$ cat config.mk
export PLATFORM = sky130hd
export DESIGN_NAME = hiwm_div_stage
export DESIGN_NICKNAME = d
export VERILOG_FILES = /design/src/rtl/hiwm_pkg.sv /design/src/rtl/hiwm_div_stage.sv
export SDC_FILE = /design/constraint.sdc
export NUM_CORES = 1
export LEC_CHECK = 0
export BUFFER_PORTS_ARGS = -buffer_cell sky130_fd_sc_hd__buf_2
export CAP_MARGIN = 20
export CELL_PAD_IN_SITES_DETAIL_PLACEMENT = 1
export CELL_PAD_IN_SITES_GLOBAL_PLACEMENT = 1
export CORE_MARGIN = 4
export CORE_UTILIZATION = 37
export CTS_CLUSTER_DIAMETER = 50
export DETAILED_ROUTE_END_ITERATION = 12
export PLACE_DENSITY_LB_ADDON = 0.05
export RECOVER_POWER = 25
export SYNTH_ARGS = -nofsm -noshare
export SYNTH_HDL_FRONTEND = slang
export SYNTH_SLANG_ARGS = --single-unit
export TNS_END_PERCENT = 20
$ cat constraint.sdc
create_clock -name clock -period 3.4 [get_ports clock]
set_input_delay 0.17 -clock clock [delete_from_list [all_inputs] [get_ports clock]]
set_output_delay 0.17 -clock clock [all_outputs]
set_load 0.01 [all_outputs]
$ cat src/rtl/hiwm_pkg.sv
// ----------------------------------------------------------------------------
// hiwm_pkg
// Shared types and constants for the homography inverse warp mapper.
// ----------------------------------------------------------------------------
package hiwm_pkg;

   localparam int COEF_W  = 48;
   localparam int COORD_W = 14;
   localparam int OUT_W   = 10;
   localparam int PROD_W  = COEF_W + COORD_W;
   localparam int ACC_W   = 64;
   localparam int QUO_W   = 13;
   localparam int CMP_W   = ACC_W + QUO_W;
   localparam int NUM_COEF = 8;
   localparam int IDX_W   = 3;

   localparam logic [IDX_W-1:0] IDX_A = 3'd0;
   localparam logic [IDX_W-1:0] IDX_B = 3'd1;
   localparam logic [IDX_W-1:0] IDX_C = 3'd2;
   localparam logic [IDX_W-1:0] IDX_D = 3'd3;
   localparam logic [IDX_W-1:0] IDX_E = 3'd4;
   localparam logic [IDX_W-1:0] IDX_F = 3'd5;
   localparam logic [IDX_W-1:0] IDX_G = 3'd6;
   localparam logic [IDX_W-1:0] IDX_H = 3'd7;

   localparam logic [COEF_W-1:0] ONE_Q32 = 48'h0001_0000_0000;
   localparam logic [ACC_W-1:0]  ONE_ACC = 64'h0000_0001_0000_0000;

   typedef logic [COEF_W-1:0] coef_type [NUM_COEF];

   // one quotient lane in flight
   typedef struct packed {
      logic [ACC_W-1:0] rem;
      logic [QUO_W-1:0] quo;
      logic             neg;
      logic             ovf;
   } lane_type;

   // one beat in the divider pipeline
   typedef struct packed {
      logic             valid;
      logic [ACC_W-1:0] dvs;
      lane_type         lx;
      lane_type         ly;
   } div_item_type;

endpackage

$ cat src/rtl/hiwm_div_stage.sv
// ----------------------------------------------------------------------------
// hiwm_div_stage
// One restoring division step: resolves quotient bit BIT of both lanes.
// ----------------------------------------------------------------------------
module hiwm_div_stage #(
   parameter int BIT = 0
) (
   input  logic                    clock,
   input  logic                    reset,
   input  hiwm_pkg::div_item_type  in_item,
   output hiwm_pkg::div_item_type  out_item
);

   localparam int AW = hiwm_pkg::ACC_W;
   localparam int CW = hiwm_pkg::CMP_W;

   hiwm_pkg::div_item_type item_ff, item_in;
   logic [CW-1:0] shd;
   logic [CW-1:0] tx, ty;

   // compare each remainder with the shifted divisor and subtract on fit
   always_comb begin
      shd = CW'(in_item.dvs) << BIT;
      tx  = CW'(in_item.lx.rem);
      ty  = CW'(in_item.ly.rem);
      item_in = in_item;
      if (tx >= shd) begin
         item_in.lx.rem      = AW'(tx - shd);
         item_in.lx.quo[BIT] = 1'b1;
      end
      if (ty >= shd) begin
         item_in.ly.rem      = AW'(ty - shd);
         item_in.ly.quo[BIT] = 1'b1;
      end
   end

   always_ff @(posedge clock) begin
      if (reset) begin
         item_ff.valid <= 1'b0;
      end else begin
         item_ff.valid <= item_in.valid;
      end
      item_ff.dvs <= item_in.dvs;
      item_ff.lx  <= item_in.lx;
      item_ff.ly  <= item_in.ly;
   end

   assign out_item = item_ff;

endmodule

==> results of run 1 <==
[synthesized netlist by cell type, types with 11 or more instances]
library cell | n | area (um2)
a21oi_1 | 148 | 741
nand4_1 | 39 | 244
ha_1 | 128 | 1600
nand2_1 | 232 | 871
inv_1 | 108 | 405
o21bai_1 | 37 | 278
o21ai_0 | 185 | 926
buf_2 | 23 | 115
o31ai_1 | 13 | 97.6
nor2_1 | 85 | 319
nor2b_1 | 13 | 81.3
xor2_1 | 45 | 394
and3_1 | 16 | 100
nor3_1 | 24 | 120
a21boi_0 | 11 | 82.6
a21o_1 | 83 | 623
o21a_1 | 13 | 97.6
dfxtp_1 | 223 | 4460
xnor2_1 | 69 | 604
a31oi_1 | 21 | 131
nand3_1 | 26 | 130
a211oi_1 | 13 | 97.6
clkbuf_1 | 54 | 203
o211ai_1 | 17 | 128
[routing by layer]
metal / vias to the layer above / share of wire [%]
met5: - / 0.010
met4: 2 / 4.4
met3: 155 / 5.7
met2: 530 / 49
met1: 7826 / 41
li1: 7886 / -
[final cells by class]
cell class	count	area share, %
Antenna cell	6	0.0699
Clock buffer	48	4.64
Clock inverter	16	0.809
Inverter	108	1.89
Multi-Input combinational cell	1348	41.5
Sequential cell	223	20.8
Tap cell	511	2.98
Timing Repair Buffer	856	27.3
[how the worst max path moves through the flow]
| stage | start | to | slack (ns) | cells past startpoint |
|---|---|---|---|---|
| 2_1_floorplan | in_item[15] | out_item[69]$_DFF_P_ | 0.30 | 13 |
| 3_3_place_gp | in_item[173] | out_item[37]$_DFF_P_ | -0.1 | 12 |
| 3_5_place_dp | in_item[173] | out_item[36]$_DFF_P_ | -0.25 | 12 |
| 4_1_cts | in_item[97] | out_item[157]$_DFF_P_ | 0.002 | 14 |
| 5_1_grt | in_item[162] | out_item[75]$_DFF_P_ | 0.006 | 16 |
| 6_report | in_item[51] | out_item[23]$_DFF_P_ | 0.13 | 11 |
[worst max-delay path, cell delays in order]
cell           delay, ns
dlygate4sd3_1       0.56
buf_2               0.14
ha_1                0.23
a21o_1              0.21
a21o_1              0.18
a21oi_1             0.17
o21ai_0             0.15
a21boi_0            0.22
o21ai_0             0.27
a221oi_2            0.97
mux2_2              0.42
[metrics by stage]
| stage | setup slack (ns) | cells | power (W) |
|---|---|---|---|
| 3_3_place_gp | -0.0981 | 2818 | 0.00617 |
| 4_1_cts | 0.00212 | 3105 | 0.0101 |
| 3_5_place_dp | -0.246 | 2818 | 0.00622 |
| 5_1_grt | 0.00630 | 3116 | 0.0107 |
| 2_1_floorplan | 0.304 | 1759 | 0.00482 |
| 6_report | 0.134 | 3116 | 0.0102 |
[power groups by stage]
| stage | clock network (W) | registers, W | logic (W) |
|---|---|---|---|
| 2_1_floorplan | 0 | 0.00329 | 0.00153 |
| 3_5_place_dp | 0 | 0.00312 | 0.00309 |
| 4_1_cts | 0.00367 | 0.00308 | 0.00332 |
| 3_3_place_gp | 0 | 0.00312 | 0.00304 |
| 5_1_grt | 0.00383 | 0.00312 | 0.00371 |
| 6_report | 0.00364 | 0.00310 | 0.00342 |
[layout by cell type, fill, tap and decap left out, drive strengths merged, types with 40 or more instances in the layout]
cell | synthesis | routed
dfxtp | 223 | 223
inv | 108 | 119
dlygate4sd3 | 0 | 223
nand4 | 40 | 40
buf | 27 | 566
xnor2 | 69 | 69
xor2 | 45 | 45
nand2 | 232 | 232
nor2 | 85 | 85
o21ai | 195 | 195
clkbuf | 54 | 115
a21oi | 148 | 148
ha | 128 | 128
a21o | 83 | 83
[timing repair]
item                                    CTS  global route
hold endpoints to repair                222             0
endpoints found under the setup margin    0            78
setup buffers                             0             4
gates resized for setup                   0            23
hold buffers                            223             0
[cells by family (layout without fill, tap and decap cells)]
| group | after synthesis | after routing | synth area share (%) |
|---|---|---|---|
| AO/OA/AOI/OAI | 594 | 595 | 26.7 |
| AND/OR/NAND/NOR | 495 | 495 | 16.3 |
| flip-flops | 223 | 223 | 31.8 |
| buffers and inverters | 189 | 1028 | 5.38 |
| adder cells (fa/ha/maj) | 130 | 130 | 11.7 |
| XOR/XNOR | 114 | 114 | 7.10 |
| multiplexers | 14 | 14 | 1.08 |
| other | 0 | 6 | 0 |
==> reports/metrics.cfg, run 1 <==
[outcome]
status=complete, no violations

[synthesis]
ys_seq_area_share_pct=31.8
ys.flop_type=dfxtp_1
syn_nets=2114
synthArstFlopShare_pct=0
ys_warn_count=0
synth_edf_count=0
ys_seq_elements=223
netlist_area_mm2=0.0141
syn_avg_cell_area_um2=7.99
synthDistinctLibCells=72
synth_cells=1759

[min_path]
hold_depth=3
hold_class=in2reg
worstHoldStart=in_item[75]
min_to=out_item[75]$_DFF_P_

[placed_design]
globalplace.congestion=0.920
placed_cell_area_mm2=0.0180
place.port_buffers=447
hpwl_um=49500

[global_route]
use_met1_pct=37.4
grt-busiest-layer=met2
met2_usage_pct=55.7
grt_usage_pct=31.6
antenna_found_initial=7
met3_usage_pct=5.85
grt_pass1_wl_um=103000
grt_max_degree=38
grt_pass1_vias=18009
grt_overflow_total=0

[pwr]
power_density_mw_per_mm2=473
p_switching_w=0.00352
power.leakage_nw=10.3
combPwrFrac_pct=33.6
switching_share_pct=34.7
p_seq_share_pct=30.5
vdd_drop_max_uv=394
power.internal_w=0.00664
clkPwrFrac_pct=35.9

[clocking]
cts_num_sinks=223
cts-htree-levels=2
clockRootBuffer=clkbuf_16
clock_path_buffers=3
cts_buffers=35
cts_tree=done
cts.clk_slew.worst_paths_ns=0.06

[setup_path]
endpoint_kind=flip-flop
start_kind=primary input
cp.arrival_ns=3.70
required_ns=3.83
crit_fanout=10
path_class=in2reg

[finish]
fin_util_pct=57.2
areaGrowthSynthToFinish_pct=52.8
final_area_mm2=0.0215
drive_above_1_share_pct=25.9
seqCellArea_mm2=0.00446
multi_input_area_mm2=0.00892
fin_nets=2927
n_fill_cell=4700
largest_register_ff_count=223

[timing]
whs_ns=0.0614
setup_tns_ns=0
finalCritPeriodShare_pct=96.0
grt_setup_unrepaired=no
hold_viol=0
setup_viol=0
fin_crit_ns=3.27
tightest_slew_ns=1.06
fmax_mhz=306
final_max_slew_viol_count=0
relSlewSlack_pct=29.0

[routing]
drt_iter0_markers=702
dr_total_vias=16399
drc=0
wirelength_um=68000
ant_nets=0
viasPerCell=5.26
firstDrtPassIters=5
routedWlPerCell_um=21.8

[run]
drv_cap=0

[floorplan]
start_util_pct=37.4
num_io_pins=448
die_height_um=203
row_count=71
die_area_mm2=0.0412
die_w_um=203
fp.coreArea_mm2=0.0376

No activity file was read; power rests on OpenSTA's default activity.
==> inputs of run 2 (changes only) <==
--- a/config.mk
+++ b/config.mk
@@ -5,7 +5,7 @@
 export SDC_FILE = /design/constraint.sdc
 export NUM_CORES = 1
 export LEC_CHECK = 0
-export BUFFER_PORTS_ARGS = -buffer_cell sky130_fd_sc_hd__buf_2
+export BUFFER_PORTS_ARGS = -buffer_cell sky130_fd_sc_hd__buf_4
 export CAP_MARGIN = 20
 export CELL_PAD_IN_SITES_DETAIL_PLACEMENT = 1
 export CELL_PAD_IN_SITES_GLOBAL_PLACEMENT = 1
==> run 2 against run 1 <==
  * Clock power up 4%
  * Wire length up 6.8%
  * Flip-flop and latch count unchanged
  * Critical path type unchanged
==> reports/metrics.cfg, run 2 (synthesis results as in run 1) <==
[floorplan]
row_count=71
start_util_pct=37.4
die_area_mm2=0.0412
die_w_um=203
die_height_um=203
num_io_pins=448
fp.coreArea_mm2=0.0376

[placed_design]
place.port_buffers=447
hpwl_um=50100
globalplace.congestion=0.929

[finish]
final_cell_mix=buf_4, nand2_1, dlygate4sd3_1
areaGrowthSynthToFinish_pct=60.0
drive_above_1_share_pct=26.9
layout_commonest_cell=buf_4
largest_register_ff_count=223
fin_nets=2899
fin_util_pct=59.8

[timing]
final_max_slew_viol_count=0
tightest_slew_ns=0.727
grt_setup_unrepaired=yes
fmax_mhz=301
relSlewSlack_pct=51.0
hold_viol=0
whs_ns=0.0353
fin_crit_ns=3.32
finalCritPeriodShare_pct=97.8
setup_viol=0

[global_route]
met2_usage_pct=59.7
grt_max_degree=38
antenna_found_initial=1
grt_overflow_total=0
grt-busiest-layer=met2
grt_pass1_wl_um=109000
grt_pass1_vias=18279
met3_usage_pct=6.93
grt_usage_pct=33.5
use_met1_pct=38.8

[setup_path]
cp_num_buf_inv=7
path_cells=dlygate4sd3_1 > clkbuf_4 > inv_1 > ha_4 > a21o_1 > a21o_1 > a21o_1 > a221oi_1 > buf_4 > o31ai_1 > a31oi_2 > buf_4 > and3b_4 > buf_4 > buf_12 > a211oi_1 > a21o_1
start_kind=primary input
max_stage_delay_ns=0.54
cp.arrival_ns=3.79
endpoint_kind=flip-flop
path_class=in2reg
critical_path.startpoint=in_item[207]
required_ns=3.86
cp_slowest_cell=dlygate4sd3_1
worst_path_most_repeated_cell=a21o_1
crit_fanout=19
critPathTopFamily=buffers and inverters

[routing]
ant_nets=0
dr_total_vias=16846
routedWlPerCell_um=23.6
drc=0
drt_iter0_markers=1067
wirelength_um=72700
firstDrtPassIters=5
viasPerCell=5.46

[min_path]
hold_class=in2reg
hold_depth=3
min_to=out_item[75]$_DFF_P_
worstHoldStart=in_item[75]

[clocking]
cts.clk_slew.worst_paths_ns=0.07
cts_buffers=35
cts-htree-levels=2
clockRootBuffer=clkbuf_16
cts_num_sinks=223
clock_path_buffers=3
cts_tree=done

[run]
drv_cap=0

[pwr]
power.leakage_nw=10.6
total_power_w=0.0106
vdd_drop_max_uv=372
power_density_mw_per_mm2=473

[outcome]
status=complete, no violations

-- run 2: per-layer routing --
layer | wire length [um] | share of wire [%]
met5 | 0 | 0
met4 | 3460 | 4.8
met3 | 4590 | 6.3
met2 | 35900 | 49
met1 | 28700 | 40
-- run 2: timing repair --
item	4_1_cts	5_1_grt
hold endpoints to repair	222	0
gates resized for setup	0	50
setup endpoints to repair	0	113
hold buffers	224	0
buffers inserted	0	6
-- run 2: final cells by class --
type / instances / area (um2)
Timing Repair Buffer: 828 / 6710
Clock buffer: 44 / 971
Clock inverter: 20 / 228
Sequential cell: 223 / 4460
Inverter: 108 / 405
Antenna cell: 2 / 5.00
Multi-Input combinational cell: 1348 / 9060
Tap cell: 511 / 639
Fill cell: 4448 / 15100
-- run 2: per-stage QoR --
stage | cell area [um2] | setup TNS, ns | instances | setup slack, ns
global route | 22500 | -0.149 | 3083 | -0.0517
CTS | 22300 | 0 | 3074 | 0.00104
finish | 22500 | 0 | 3084 | 0.0752
global placement | 18900 | -0.0386 | 2786 | -0.0204
detailed placement | 18900 | -1.18 | 2786 | -0.148
floorplan | 14100 | 0 | 1759 | 0.304
-- run 2: worst max-delay path by stage --
stage                                  endpoint  slack (ns)  cells past startpoint
after floorplan            out_item[69]$_DFF_P_        0.30                     13
after global placement    out_item[153]$_DFF_P_       -0.02                     17
after detailed placement   out_item[75]$_DFF_P_       -0.15                     16
after CTS                 out_item[153]$_DFF_P_       0.001                     16
after global routing      out_item[155]$_DFF_P_       -0.05                     16
final                      out_item[97]$_DFF_P_        0.08                     17
-- run 2: power by group --
part	internal, W	switching [W]
sequential	0.00296	0.000155
combinational	0.00170	0.00203
clock	0.00224	0.00154
total	0.00691	0.00372
-- run 2: worst min-delay path: cells and delay by family --
family,cells,cell delay (ns)
buffers and inverters,1,0.11
AO/OA/AOI/OAI,1,0.17
AND/OR/NAND/NOR,1,0.11
==> inputs of run 3 (changes only) <==
--- a/config.mk
+++ b/config.mk
@@ -15,6 +15,7 @@
 export DETAILED_ROUTE_END_ITERATION = 12
 export PLACE_DENSITY_LB_ADDON = 0.05
 export RECOVER_POWER = 25
+export SETUP_SLACK_MARGIN = 0.15
 export SYNTH_ARGS = -nofsm -noshare
 export SYNTH_HDL_FRONTEND = slang
 export SYNTH_SLANG_ARGS = --single-unit
==> run 3 against run 2 <==
  * Sequential power about the same
  * Non-clock buffer count down 3
  * Flip-flop and latch count unchanged
  * Final cell count about the same
  * Clock power about the same
  * Via count down 0.83%
  * Critical path type unchanged
  * Highest routed layer unchanged
==> reports/metrics.cfg, run 3 (synthesis results as in run 1) <==
[outcome]
status=complete, no violations

[min_path]
hold_class=in2reg

[timing]
setup_tns_ns=0
whs_ns=0.0229
finalWorstSetupSlack_ns=0.0365
relSlewSlack_pct=52.8
fin_crit_ns=3.36
grt_setup_unrepaired=yes
tightest_slew_ns=0.699
hold_viol=0
setup_viol=0
finalCritPeriodShare_pct=98.9
fmax_mhz=297
final_max_slew_viol_count=0

[finish]
multi_input_area_mm2=0.00900
largest_register_ff_count=223
layout_commonest_cell=buf_4
final_area_mm2=0.0223
drive_above_1_share_pct=25.7
areaGrowthSynthToFinish_pct=58.9
fin_nets=2896
seqCellArea_mm2=0.00446
n_fill_cell=4490
final_cell_mix=buf_4, nand2_1, dlygate4sd3_1
stdcell_count=3083

[floorplan]
row_count=71
die_area_mm2=0.0412
die_w_um=203
num_io_pins=448
die_height_um=203
fp.coreArea_mm2=0.0376
start_util_pct=37.4

[clocking]
cts.clk_slew.worst_paths_ns=0.06
clock_path_buffers=3
cts_tree=done
clockRootBuffer=clkbuf_16
cts-htree-levels=2
cts_buffers=35
cts_num_sinks=223

[routing]
viasPerCell=5.42
ant_nets=0
dr_total_vias=16706
drc=0
routedWlPerCell_um=23.2
drt_iter0_markers=867
firstDrtPassIters=5
wirelength_um=71700

[setup_path]
critPathTopFamily=simple AND/OR/NAND/NOR gates
endpoint_kind=flip-flop
start_kind=primary input
path_cells=dlygate4sd3_1 > buf_4 > ha_1 > nand2_1 > nor3_1 > nor3b_2 > buf_4 > nand4_1 > a21oi_1 > and3b_4 > buf_12 > buf_4 > or4b_1 > nand3b_1
cp_num_buf_inv=5
cp.arrival_ns=3.85
path_class=in2reg
max_stage_delay_ns=0.56
required_ns=3.89
worst_path_most_repeated_cell=buf_4
cp_slowest_cell=dlygate4sd3_1
crit_fanout=21

[placed_design]
place.port_buffers=447
placed_cell_area_mm2=0.0189
hpwl_um=50100
dp_slack_ns=-0.148
globalplace.congestion=0.929
dp_cells=2786

[global_route]
antenna_found_initial=3
grt_pass1_vias=18113
grt_max_degree=38
use_met1_pct=38.7
grt_pass1_wl_um=107000
grt-busiest-layer=met2
grt_overflow_total=0
grt_usage_pct=32.9
met3_usage_pct=6.07
met2_usage_pct=58.6

[pwr]
switching_share_pct=34.7
power.leakage_nw=10.6
clkPwrFrac_pct=35.6
p_switching_w=0.00367
p_seq_share_pct=29.5
power.internal_w=0.00689
power_density_mw_per_mm2=473
combPwrFrac_pct=34.9
vdd_drop_max_uv=363

[run]
drv_cap=0

## run 3: changes by cell type in the layout (fill, tap and decap cells not counted), sizes merged
cell	change
clkbuf	+7
diode	+2
buf	-10
## run 3: cell type report
type                    count  area share (%)
multi-input cells        1348            40.3
clock inverters            20            1.02
repair buffers            825            29.6
inverters                 108            1.82
flip-flops and latches    223            20.0
well taps                 511            2.86
clock buffers              44            4.35
diodes                      4          0.0448
## run 3: power groups by stage
stage / combinational (W) / sequential, W / clock, W
6_report: 0.00368 / 0.00311 / 0.00376
5_1_grt: 0.00394 / 0.00313 / 0.00394
4_1_cts: 0.00354 / 0.00309 / 0.00379
3_5_place_dp: 0.00331 / 0.00314 / 0
3_3_place_gp: 0.00325 / 0.00313 / 0
2_1_floorplan: 0.00153 / 0.00329 / 0
## run 3: metal layers
metal	vias to the layer above	wire [um]
li1	7835	-
met1	8055	28400
met2	646	35800
met3	170	4180
met4	0	3320
met5	-	0
## run 3: path summary, 6_finish.rpt
| path | startpoint | to | cells past startpoint |
|---|---|---|---|
| hold / removal | in_item[75] | out_item[75]$_DFF_P_ | 3 |
| setup / recovery | in_item[142] | out_item[157]$_DFF_P_ | 14 |
## run 3: tightest hold or removal path, stage by stage
cell and delay (ns):
buf_4 0.10, nand2b_1 0.11, o311a_1 0.16
## run 3: metrics by stage
stage,power (W),util [%]
2_1_floorplan,0.00482,-
3_3_place_gp,0.00638,50.3
3_5_place_dp,0.00644,50.3
4_1_cts,0.0104,59.5
5_1_grt,0.0110,59.4
6_report,0.0106,59.4
## run 3: what timing repair did
item,CTS,global route
hold buffers,224,0
endpoints found under the hold margin,222,0
endpoints found under the setup margin,0,94
buffers inserted,0,4
gates resized for setup,0,32
